File: config.mk
export PLATFORM = sky130hd
export DESIGN_NAME = temp_register_spill_allocator_flat
export DESIGN_NICKNAME = d
export VERILOG_FILES = /design/src/design/tra_pkg.sv /design/src/design/tra_chan_if.sv /design/src/design/temp_register_spill_allocator.sv /design/src/design/tra_ram.sv /design/src/design/tra_ctrl.sv /design/src/flat_wrapper.sv
export VERILOG_INCLUDE_DIRS = /design/src /design/src/design
export SDC_FILE = /design/constraint.sdc
export NUM_CORES = 1
export LEC_CHECK = 0
export ABC_AREA = 1
export BUFFER_PORTS_ARGS = -buffer_cell sky130_fd_sc_hd__buf_2
export CORE_UTILIZATION = 35
export DETAILED_ROUTE_END_ITERATION = 16
export GPL_TIMING_DRIVEN = 0
export PLACE_DENSITY_LB_ADDON = 0.15
export SLEW_MARGIN = 20
export SYNTH_ARGS = -nofsm -noshare
export SYNTH_HDL_FRONTEND = slang
export SYNTH_SLANG_ARGS = --single-unit
File: constraint.sdc
create_clock -name clock -period 5.8 [get_ports clock]
set_input_delay 0.29 -clock clock [delete_from_list [all_inputs] [get_ports clock]]
set_output_delay 0.29 -clock clock [all_outputs]
set_load 0.05 [all_outputs]
File: src/design/assert_macros.svh
// ----------------------------------------------------------------------------
// assert_macros.svh
// concurrent assertion shorthands used by the top design file
// ----------------------------------------------------------------------------
`ifndef ASSERT_MACROS_SVH
`define ASSERT_MACROS_SVH

// condition holds at every edge outside reset
`define ASSERT_ALWAYS(label, clk, rst, cond, msg) \
   label: assert property (@(posedge clk) disable iff (rst) (cond)) else $error(msg);

// consequent holds in the same cycle as the antecedent
`define ASSERT_IMPLY(label, clk, rst, ante, cons, msg) \
   label: assert property (@(posedge clk) disable iff (rst) (ante) |-> (cons)) \
      else $error(msg);

// consequent holds in the cycle after the antecedent
`define ASSERT_NEXT(label, clk, rst, ante, cons, msg) \
   label: assert property (@(posedge clk) disable iff (rst) (ante) |=> (cons)) \
      else $error(msg);

`endif

File: src/design/tra_pkg.sv
// ----------------------------------------------------------------------------
// tra_pkg
// types and codes of the temp register spill allocator
// ----------------------------------------------------------------------------
package tra_pkg;

   localparam logic [1:0] CMD_ACQUIRE = 2'd0;
   localparam logic [1:0] CMD_RELEASE = 2'd1;
   localparam logic [1:0] CMD_NOTE    = 2'd2;
   localparam logic [1:0] CMD_RESTART = 2'd3;

   localparam logic [1:0] STATUS_DONE     = 2'd0;
   localparam logic [1:0] STATUS_FULL     = 2'd1;
   localparam logic [1:0] STATUS_NOT_HELD = 2'd2;

   localparam logic [3:0] WIDE_WORD_BYTES   = 4'd8;
   localparam logic [3:0] NARROW_WORD_BYTES = 4'd4;

   typedef enum logic [2:0] {
      ST_IDLE,
      ST_READ,
      ST_CHECK,
      ST_FINISH,
      ST_REPLY
   } state_type;

   typedef struct packed {
      logic [1:0]         command;
      logic [15:0]        temp_id;
      logic signed [15:0] local_offset;
   } req_payload_type;

   typedef struct packed {
      logic               in_register;
      logic [2:0]         register_index;
      logic signed [15:0] frame_offset;
      logic [3:0]         slot_bytes;
      logic               grew_stack;
      logic [1:0]         status;
   } rsp_payload_type;

endpackage

File: src/design/tra_chan_if.sv
// ----------------------------------------------------------------------------
// tra_chan_if
// valid/ready channel carrying one payload beat
// ----------------------------------------------------------------------------
interface tra_chan_if #(
   parameter type payload_type = logic
) ();
   logic        valid;
   logic        ready;
   payload_type payload;

   modport source (output valid, output payload, input ready);
   modport sink   (input valid, input payload, output ready);
endinterface

File: src/design/temp_register_spill_allocator.sv
// ----------------------------------------------------------------------------
// temp_register_spill_allocator
// maps temporary ids to machine registers or spilled frame slots
// ----------------------------------------------------------------------------
//   channel   dir   handshake        payload
//   req_bus   in    valid / ready    command, temp_id, local_offset
//   rsp_bus   out   valid / ready    in_register .. status, one beat per req
//   csr_*     in    csr_wr_en        word_bytes
//
// note, restart and id zero: no table scan, straight from idle to reply
// acquire / release: a read state and a check state per scanned entry, plus a finish
//   state when no entry holds the id; entries are read one by one through the one owner ram read port
// reset clears per-slot valid bits at once, no clearing pass
// a result waiting in the output register does not hold off the next req beat

`include "assert_macros.svh"

module temp_register_spill_allocator #(
   parameter int MAX_SLOTS      = 32,
   parameter int REGISTER_SLOTS = 5,
   parameter int ID_BITS        = 16
) (
   input  logic       clock,
   input  logic       reset,
   tra_chan_if.sink   req_bus,
   tra_chan_if.source rsp_bus,
   input  logic       csr_wr_en,
   input  logic [3:0] csr_wr_data
);
   localparam int SlotW = $clog2(MAX_SLOTS);

   logic               mem_rd_en;
   logic [SlotW-1:0]   mem_rd_addr;
   logic [SlotW-1:0]   mem_wr_addr;
   logic               owner_wr_en;
   logic [ID_BITS-1:0] owner_wr_data;
   logic [ID_BITS-1:0] owner_rd_data;
   logic               offset_wr_en;
   logic [15:0]        offset_wr_data;
   logic [15:0]        offset_rd_data;

   tra_ram #(
      .WIDTH (ID_BITS),
      .DEPTH (MAX_SLOTS)
   ) u_owner_ram (
      .clock   (clock),
      .wr_en   (owner_wr_en),
      .wr_addr (mem_wr_addr),
      .wr_data (owner_wr_data),
      .rd_en   (mem_rd_en),
      .rd_addr (mem_rd_addr),
      .rd_data (owner_rd_data)
   );

   tra_ram #(
      .WIDTH (16),
      .DEPTH (MAX_SLOTS)
   ) u_offset_ram (
      .clock   (clock),
      .wr_en   (offset_wr_en),
      .wr_addr (mem_wr_addr),
      .wr_data (offset_wr_data),
      .rd_en   (mem_rd_en),
      .rd_addr (mem_rd_addr),
      .rd_data (offset_rd_data)
   );

   tra_ctrl #(
      .MAX_SLOTS      (MAX_SLOTS),
      .REGISTER_SLOTS (REGISTER_SLOTS),
      .ID_BITS        (ID_BITS)
   ) u_ctrl (
      .clock          (clock),
      .reset          (reset),
      .req_bus        (req_bus),
      .rsp_bus        (rsp_bus),
      .csr_wr_en      (csr_wr_en),
      .csr_wr_data    (csr_wr_data),
      .mem_rd_en      (mem_rd_en),
      .mem_rd_addr    (mem_rd_addr),
      .owner_rd_data  (owner_rd_data),
      .offset_rd_data (offset_rd_data),
      .mem_wr_addr    (mem_wr_addr),
      .owner_wr_en    (owner_wr_en),
      .owner_wr_data  (owner_wr_data),
      .offset_wr_en   (offset_wr_en),
      .offset_wr_data (offset_wr_data)
   );

   // a grown frame slot is a stack slot below the frame base
   `ASSERT_IMPLY(a_grow_is_stack, clock, reset, rsp_bus.valid && rsp_bus.payload.grew_stack, !rsp_bus.payload.in_register && rsp_bus.payload.slot_bytes != 4'd0 && rsp_bus.payload.frame_offset[15], "grown slot is not a stack slot")

   `ASSERT_IMPLY(a_reg_slot_clean, clock, reset, rsp_bus.valid && rsp_bus.payload.in_register, rsp_bus.payload.slot_bytes == 4'd0 && rsp_bus.payload.frame_offset == 16'sd0 && int'(rsp_bus.payload.register_index) < REGISTER_SLOTS, "register slot carries stack fields")

   `ASSERT_IMPLY(a_fail_no_slot, clock, reset, rsp_bus.valid && rsp_bus.payload.status != tra_pkg::STATUS_DONE, !rsp_bus.payload.in_register && !rsp_bus.payload.grew_stack && rsp_bus.payload.slot_bytes == 4'd0, "failed beat reports a slot")

   // sequencer is busy in the cycle after it takes a beat
   `ASSERT_NEXT(a_busy_after_accept, clock, reset, req_bus.valid && req_bus.ready, !req_bus.ready, "req taken while previous beat still in work")
endmodule

File: src/design/tra_ram.sv
// ----------------------------------------------------------------------------
// tra_ram
// simple dual-port ram, one write and one registered read per cycle
// ----------------------------------------------------------------------------
module tra_ram #(
   parameter int WIDTH = 16,
   parameter int DEPTH = 32
) (
   input  logic                     clock,
   input  logic                     wr_en,
   input  logic [$clog2(DEPTH)-1:0] wr_addr,
   input  logic [WIDTH-1:0]         wr_data,
   input  logic                     rd_en,
   input  logic [$clog2(DEPTH)-1:0] rd_addr,
   output logic [WIDTH-1:0]         rd_data
);
   logic [WIDTH-1:0] mem [DEPTH];
   logic [WIDTH-1:0] rd_data_ff;

   always_ff @(posedge clock) begin
      if (wr_en) begin
         mem[wr_addr] <= wr_data;
      end
      if (rd_en) begin
         rd_data_ff <= mem[rd_addr];
      end
   end

   assign rd_data = rd_data_ff;
endmodule

File: src/design/tra_ctrl.sv
// ----------------------------------------------------------------------------
// tra_ctrl
// sequencer: scans the owner table through the rams, claims, frees or appends slots
// ----------------------------------------------------------------------------
module tra_ctrl #(
   parameter int MAX_SLOTS      = 32,
   parameter int REGISTER_SLOTS = 5,
   parameter int ID_BITS        = 16
) (
   input  logic                          clock,
   input  logic                          reset,
   tra_chan_if.sink                      req_bus,
   tra_chan_if.source                    rsp_bus,
   input  logic                          csr_wr_en,
   input  logic [3:0]                    csr_wr_data,
   output logic                          mem_rd_en,
   output logic [$clog2(MAX_SLOTS)-1:0]  mem_rd_addr,
   input  logic [ID_BITS-1:0]            owner_rd_data,
   input  logic [15:0]                   offset_rd_data,
   output logic [$clog2(MAX_SLOTS)-1:0]  mem_wr_addr,
   output logic                          owner_wr_en,
   output logic [ID_BITS-1:0]            owner_wr_data,
   output logic                          offset_wr_en,
   output logic [15:0]                   offset_wr_data
);
   localparam int SlotW = $clog2(MAX_SLOTS);
   localparam int CntW  = $clog2(MAX_SLOTS + 1);
   localparam int ExtW  = (ID_BITS > 16) ? ID_BITS : 16;

   tra_pkg::state_type       state_ff, state_in;
   logic [1:0]               cmd_ff, cmd_in;
   logic [ID_BITS-1:0]       id_ff, id_in;
   logic [SlotW-1:0]         idx_ff, idx_in;
   logic                     free_found_ff, free_found_in;
   logic [SlotW-1:0]         free_idx_ff, free_idx_in;
   logic signed [15:0]       free_off_ff, free_off_in;
   logic [CntW-1:0]          used_ff, used_in;
   logic signed [15:0]       lowest_ff, lowest_in;
   logic [3:0]               wbytes_ff;
   logic [MAX_SLOTS-1:0]     valid_ff, valid_in;
   tra_pkg::rsp_payload_type res_ff, res_in;
   logic                     rsp_valid_ff, rsp_valid_in;
   tra_pkg::rsp_payload_type rsp_data_ff, rsp_data_in;

   logic [ExtW-1:0]    id_ext;
   logic [ID_BITS-1:0] id_new;
   logic               start_scan;
   logic [ID_BITS-1:0] entry;
   logic               entry_match;
   logic               entry_free;
   logic               scan_last;
   logic [3:0]         slot_size;
   logic [16:0]        next_wide;
   logic               grow_blocked;
   logic               rsp_load;

   function automatic tra_pkg::rsp_payload_type emit_slot(
      input logic [SlotW-1:0]  slot,
      input logic signed [15:0] off,
      input logic [3:0]         bytes
   );
      tra_pkg::rsp_payload_type r;
      r = '0;
      if (int'(slot) < REGISTER_SLOTS) begin
         r.in_register    = 1'b1;
         r.register_index = slot[2:0];
      end else begin
         r.frame_offset = off;
         r.slot_bytes   = bytes;
      end
      return r;
   endfunction

   assign id_ext     = ExtW'(req_bus.payload.temp_id);
   assign id_new     = id_ext[ID_BITS-1:0];
   assign start_scan = ((req_bus.payload.command == tra_pkg::CMD_ACQUIRE) ||
                        (req_bus.payload.command == tra_pkg::CMD_RELEASE)) &&
                       (id_new != '0);

   // entries not written since restart read as free
   assign entry       = valid_ff[idx_ff] ? owner_rd_data : '0;
   assign entry_match = (entry == id_ff);
   assign entry_free  = (entry == '0);
   assign scan_last   = ((CntW'(idx_ff) + CntW'(1)) == used_ff);

   assign slot_size    = (wbytes_ff == tra_pkg::WIDE_WORD_BYTES) ?
                         tra_pkg::WIDE_WORD_BYTES : tra_pkg::NARROW_WORD_BYTES;
   assign next_wide    = {lowest_ff[15], lowest_ff} - {13'd0, slot_size};
   assign grow_blocked = (used_ff == CntW'(MAX_SLOTS)) || (next_wide[16] != next_wide[15]);

   assign rsp_load = (state_ff == tra_pkg::ST_REPLY) && (!rsp_valid_ff || rsp_bus.ready);

   // next state
   always_comb begin
      state_in = state_ff;
      unique case (state_ff)
         tra_pkg::ST_IDLE: begin
            if (req_bus.valid) begin
               state_in = start_scan ? tra_pkg::ST_READ : tra_pkg::ST_REPLY;
            end
         end
         tra_pkg::ST_READ: begin
            state_in = tra_pkg::ST_CHECK;
         end
         tra_pkg::ST_CHECK: begin
            priority if (entry_match) begin
               state_in = tra_pkg::ST_REPLY;
            end else if (scan_last) begin
               state_in = tra_pkg::ST_FINISH;
            end else begin
               state_in = tra_pkg::ST_READ;
            end
         end
         tra_pkg::ST_FINISH: begin
            state_in = tra_pkg::ST_REPLY;
         end
         tra_pkg::ST_REPLY: begin
            if (rsp_load) begin
               state_in = tra_pkg::ST_IDLE;
            end
         end
         default: begin
            state_in = tra_pkg::ST_IDLE;
         end
      endcase
   end

   // datapath control
   always_comb begin
      cmd_in         = cmd_ff;
      id_in          = id_ff;
      idx_in         = idx_ff;
      free_found_in  = free_found_ff;
      free_idx_in    = free_idx_ff;
      free_off_in    = free_off_ff;
      used_in        = used_ff;
      lowest_in      = lowest_ff;
      valid_in       = valid_ff;
      res_in         = res_ff;
      mem_rd_en      = 1'b0;
      mem_rd_addr    = idx_ff;
      mem_wr_addr    = free_idx_ff;
      owner_wr_en    = 1'b0;
      owner_wr_data  = id_ff;
      offset_wr_en   = 1'b0;
      offset_wr_data = next_wide[15:0];

      unique case (state_ff)
         tra_pkg::ST_IDLE: begin
            if (req_bus.valid) begin
               cmd_in        = req_bus.payload.command;
               id_in         = id_new;
               idx_in        = '0;
               free_found_in = 1'b0;
               res_in        = '0;
               unique case (req_bus.payload.command)
                  tra_pkg::CMD_ACQUIRE: begin
                  end
                  tra_pkg::CMD_RELEASE: begin
                     res_in.status = tra_pkg::STATUS_NOT_HELD;
                  end
                  tra_pkg::CMD_NOTE: begin
                     if (req_bus.payload.local_offset < lowest_ff) begin
                        lowest_in = req_bus.payload.local_offset;
                     end
                  end
                  tra_pkg::CMD_RESTART: begin
                     valid_in  = '0;
                     used_in   = CntW'(REGISTER_SLOTS);
                     lowest_in = '0;
                  end
                  default: begin
                  end
               endcase
            end
         end
         tra_pkg::ST_READ: begin
            mem_rd_en = 1'b1;
         end
         tra_pkg::ST_CHECK: begin
            priority if (entry_match) begin
               if (cmd_ff == tra_pkg::CMD_ACQUIRE) begin
                  res_in = emit_slot(idx_ff, offset_rd_data, slot_size);
               end else begin
                  valid_in[idx_ff] = 1'b0;
                  res_in.status    = tra_pkg::STATUS_DONE;
               end
            end else begin
               if (entry_free && !free_found_ff) begin
                  free_found_in = 1'b1;
                  free_idx_in   = idx_ff;
                  free_off_in   = offset_rd_data;
               end
               if (!scan_last) begin
                  idx_in = idx_ff + SlotW'(1);
               end
            end
         end
         tra_pkg::ST_FINISH: begin
            if (cmd_ff == tra_pkg::CMD_ACQUIRE) begin
               priority if (free_found_ff) begin
                  owner_wr_en           = 1'b1;
                  valid_in[free_idx_ff] = 1'b1;
                  res_in = emit_slot(free_idx_ff, free_off_ff, slot_size);
               end else if (grow_blocked) begin
                  res_in.status = tra_pkg::STATUS_FULL;
               end else begin
                  mem_wr_addr                      = used_ff[SlotW-1:0];
                  owner_wr_en                      = 1'b1;
                  offset_wr_en                     = 1'b1;
                  valid_in[used_ff[SlotW-1:0]]     = 1'b1;
                  used_in                          = used_ff + CntW'(1);
                  lowest_in                        = next_wide[15:0];
                  res_in = emit_slot(used_ff[SlotW-1:0], next_wide[15:0], slot_size);
                  res_in.grew_stack                = 1'b1;
               end
            end
         end
         tra_pkg::ST_REPLY: begin
         end
         default: begin
         end
      endcase
   end

   // output register frees the sequencer while a result waits
   always_comb begin
      rsp_valid_in = rsp_valid_ff;
      rsp_data_in  = rsp_data_ff;
      if (rsp_load) begin
         rsp_valid_in = 1'b1;
         rsp_data_in  = res_ff;
      end else if (rsp_bus.ready) begin
         rsp_valid_in = 1'b0;
      end
   end

   always_ff @(posedge clock) begin
      if (reset) begin
         state_ff      <= tra_pkg::ST_IDLE;
         used_ff       <= CntW'(REGISTER_SLOTS);
         lowest_ff     <= '0;
         wbytes_ff     <= tra_pkg::NARROW_WORD_BYTES;
         valid_ff      <= '0;
         rsp_valid_ff  <= 1'b0;
         free_found_ff <= 1'b0;
      end else begin
         state_ff      <= state_in;
         used_ff       <= used_in;
         lowest_ff     <= lowest_in;
         valid_ff      <= valid_in;
         rsp_valid_ff  <= rsp_valid_in;
         free_found_ff <= free_found_in;
         if (csr_wr_en) begin
            wbytes_ff <= csr_wr_data;
         end
      end
   end

   always_ff @(posedge clock) begin
      cmd_ff      <= cmd_in;
      id_ff       <= id_in;
      idx_ff      <= idx_in;
      free_idx_ff <= free_idx_in;
      free_off_ff <= free_off_in;
      res_ff      <= res_in;
      rsp_data_ff <= rsp_data_in;
   end

   assign req_bus.ready   = (state_ff == tra_pkg::ST_IDLE);
   assign rsp_bus.valid   = rsp_valid_ff;
   assign rsp_bus.payload = rsp_data_ff;
endmodule

File: src/flat_wrapper.sv
// flat-port wrapper written by rule: the top's interface ports become plain ports
module temp_register_spill_allocator_flat import tra_pkg::*;
#(
   parameter int MAX_SLOTS      = 32,
   parameter int REGISTER_SLOTS = 5,
   parameter int ID_BITS        = 16
)
  (clock, reset, csr_wr_en, csr_wr_data, req_bus_valid, req_bus_payload, req_bus_ready, rsp_bus_valid, rsp_bus_payload, rsp_bus_ready);
  tra_chan_if #(.payload_type(req_payload_type)) req_bus_i ();
  tra_chan_if #(.payload_type(rsp_payload_type)) rsp_bus_i ();
  input  logic clock;
  input  logic reset;
  input  logic csr_wr_en;
  input  logic [3:0] csr_wr_data;
  input wire logic [$bits(req_bus_i.valid)-1:0] req_bus_valid;
  input wire logic [$bits(req_bus_i.payload)-1:0] req_bus_payload;
  output wire logic [$bits(req_bus_i.ready)-1:0] req_bus_ready;
  output wire logic [$bits(rsp_bus_i.valid)-1:0] rsp_bus_valid;
  output wire logic [$bits(rsp_bus_i.payload)-1:0] rsp_bus_payload;
  input wire logic [$bits(rsp_bus_i.ready)-1:0] rsp_bus_ready;
  assign req_bus_i.valid = req_bus_valid;
  assign req_bus_i.payload = req_bus_payload;
  assign req_bus_ready = req_bus_i.ready;
  assign rsp_bus_valid = rsp_bus_i.valid;
  assign rsp_bus_payload = rsp_bus_i.payload;
  assign rsp_bus_i.ready = rsp_bus_ready;
  temp_register_spill_allocator #(.MAX_SLOTS(MAX_SLOTS), .REGISTER_SLOTS(REGISTER_SLOTS), .ID_BITS(ID_BITS)) u_core (.clock(clock), .reset(reset), .req_bus(req_bus_i), .rsp_bus(rsp_bus_i), .csr_wr_en(csr_wr_en), .csr_wr_data(csr_wr_data));
endmodule
==> reports/summary.txt <==
Syn Area/Cell: 12.5 um2
vias in the first global route: 32,803
Area growth, synth to finish: 19.9%
Setup crit start kind: register
Syn. warnings: 0
largest cells by area after synthesis: edfxtp_1 70%, o21ai_0 5.7%, nor2_1 5.0%, o22ai_1 3.7%, dfxtp_1 2.6%
Die Y: 377 um
Die Width: 377 um
Max Used Layer: met5
Site Rows: 137
GRT overflow: 0
Mapped Cells: 3,919
Final #Nets: 4,442
clock skew: 0.0267 ns
fmax: 178 MHz
GRT Util Overall: 24.3%
H-tree depth: 4
register clock-pin slew on the reported worst setup and hold paths: 0.06 ns
Tot Pwr: 21.5 mW
RSZ-0062 raised after global routing: yes
via/cell ratio: 5.50
largest net degree at the start of global routing: 35
Least-Margin Pin Slew: 1.27 ns
status: completed
CP Class: reg -> reg
cell with the most instances after synthesis: edfxtp_1
Yosys cell types: 44
Initial Util: 35.2%
sequential area share after synthesis: 72.9%
Top FF cell, synth: edfxtp_1
Max-Cap Viols: 0
Clock Sinks: 1,213
antenna violations before repair: 4
CTS tree: built
PortBufs: 68
Clock Latency Late Sink: 0.76 ns
drt first pass iters: 9
Synth top cells by count: 1,150 x edfxtp_1, 651 x nor2_1, 557 x o21ai_0
WL met2: 82,200 um
WL per Instance: 27.7 um
TritonCTS Buffers: 136
core box area: 139,000 um2
Layout Cells excl Fill: 6,342
Post-synth ARST share: 0%
global-route wire length before repair: 244,000 um
Max clock buf depth: 3
CP required: 6.26 ns
mapped cell area: 49,100 um2
CP dominant cell by count: buf_4
final hold vios: 0
Detail Route met3 WL: 14,700 um
wl on met1: 73,500 um
Antenna Nets Post-Route: 0
layout cell share with drive strength beyond 1: 13.1%
Worst slew margin: 15.1%
Critical Path Sink Type: register
fin crit share: 96.7%
CP peak stage delay: 0.56 ns
vias: 34,904
FF-to-FF setup slack: 0.19 ns
EDFF count, synth: 1,150
slowest library cell on the worst path: nor3_2
Placed Cells incl. Taps: 6,049
DRC Markers: 0
register bit total from synthesis: 1,213
share of Yosys cell area claimed by the top area cell type: 70.3%
root buf cell: clkbuf_16
total wire length: 175,000 um
Max Fanout on Critical Path: 8
Hold/Removal Path Class: in -> reg
Setup Viol. Count Final: 0
CP cell instances: nor4_1, inv_1, fa_2, nor2_1, nand4_1, nor3_4, nand3_1, o21bai_1, nand3b_1, nor3_4, nand2_1, o21ai_1, inv_1, nor2_1, nand2_1, nor3_2, buf_4, buf_4, buf_4
crit path time final: 5.61 ns
top cell type by total area after synthesis: edfxtp_1
Detailed Place HPWL: 127,000 um
Iter 0 DRT Violations: 3,963
Final Wtd Congestion: 0.907
worst vdd ir: 0.312 mV
Leak: 19.9 nW
Arr. time, crit path: 6.06 ns
DIE AREA: 142,000 um2
Boundary Pins: 72
Slew Viols, Final: 0
PD cells: 365 nW/um2
## per-layer routing
layer,track usage (%),vias up
met4,7.51,2
li1,-,15485
met3,5.55,268
met1,32.6,17604
met2,39.2,1545
met5,0,-
## registers in the layout (all words and copies together) (netlist names), 6 cells and up
register and cells:
u_core.u_ctrl.rsp_bus.payload 25, u_core.u_ctrl.owner_wr_data 16, u_core.u_ctrl.valid_ff 32, u_core.u_owner_ram.mem 512, u_core.u_offset_ram.mem 512, u_core.u_ctrl.used_ff 6
u_core.u_ctrl.lowest_ff 16, u_core.u_ctrl.res_ff 25, u_core.u_ctrl.free_off_ff 16, u_core.u_offset_ram.rd_data 16, u_core.u_owner_ram.rd_data 16
## critical path: cells and delay by family, from the launching register on
kind / cells / cell delay, ns
adder cells (fa/ha/maj): 1 / 0.42
AO/OA/AOI/OAI: 2 / 0.50
buffers and inverters: 5 / 1.00
AND/OR/NAND/NOR: 11 / 3.07
flip-flops: 1 / 0.31
## cell usage in the layout (no fill, tap or decap), drive strengths merged, types with 13 or more instances in the layout
| master | synthesis | final |
|---|---|---|
| edfxtp | 1150 | 1150 |
| nand2 | 341 | 341 |
| nand3b | 13 | 13 |
| nor3 | 85 | 86 |
| o22ai | 289 | 289 |
| dlygate4sd3 | 0 | 46 |
| nor2 | 660 | 660 |
| ha | 25 | 25 |
| a21oi | 64 | 64 |
| xor2 | 17 | 17 |
| o21ai | 559 | 559 |
| clkbuf | 216 | 399 |
| a211oi | 20 | 20 |
| a221oi | 62 | 62 |
| a22o | 73 | 73 |
| nand3 | 50 | 50 |
| buf | 33 | 301 |
| inv | 141 | 147 |
| clkinv | 3 | 38 |
| dfxtp | 63 | 63 |
## path summary, 6_finish.rpt
check	from	endpoint	depth (start not counted)
setup / recovery	u_core.u_ctrl.wbytes_ff[0]$_SDFFE_PP0P_	u_core.u_offset_ram.mem[15][8]$_DFFE_PP_	19
hold / removal	req_bus_valid	u_core.u_ctrl.cmd_ff[1]$_DFFE_PP_	3
setup reg to reg	u_core.u_ctrl.wbytes_ff[0]$_SDFFE_PP0P_	u_core.u_offset_ram.mem[15][8]$_DFFE_PP_	19
hold reg to reg	u_core.u_ctrl.res_ff[6]$_DFFE_PP_	u_core.u_ctrl.rsp_bus.payload[6]$_DFFE_PP_	0
## metrics by stage
step                utilization [%]  cell area, um2  hold WS [ns]  setup TNS (ns)  setup WS [ns]
finish                         42.2           58900        0.0614               0          0.192
CTS                            42.1           58600        0.0200               0        0.00656
global route                   42.2           58900        0.0555          -0.868        -0.0615
global placement               37.2           51800         0.401        -1257.82          -1.79
detailed placement             38.8           54100         0.405          -0.726        -0.0617
floorplan                         -           49100         0.389               0           1.29
## logic make-up (layout without fill, tap and decap cells)
logic type                 Yosys count  in the layout  share of synthesized area [%]
xor gates and xnor gates            20             20                          0.357
DFF                               1213           1213                           72.9
adders and majority gates           26             26                          0.678
other                                1              6                        0.00764
and+or+nand+nor                   1172           1173                           9.67
AOI/OAI and AO/OA                 1094           1094                           13.2
buffers and inverters              393            934                           3.19
## power breakdown
group          total (mW)  internal, mW  switching (mW)  leakage [nW]
Sequential           10.3          10.2           0.127          10.9
Clock                8.05          4.58            3.47          1.96
Combinational        3.11         0.795            2.32          6.98
Total                21.5          15.6            5.92          19.9
## area by class of cell
type | count | area (um2)
buffer | 249 | 1030
antenna | 4 | 10.0
fill | 13022 | 80500
multi-input combinational | 2315 | 12300
inverter | 144 | 541
timing repair buffer | 314 | 2780
clock inverter | 44 | 324
clock buffer | 183 | 3700
sequential | 1213 | 35800
tap | 1876 | 2350
## what timing repair did
| item | 4_1_cts | 5_1_grt |
|---|---|---|
| buffers inserted | 0 | 14 |
| cloned | 0 | 1 |
| hold buffers | 46 | 0 |
| hold endpoints to repair | 41 | 0 |
| endpoints found under the setup margin | 29 | 431 |
| pin swaps | 0 | 8 |
| resized for setup | 5 | 18 |
Power figures use the tool's default switching activity.
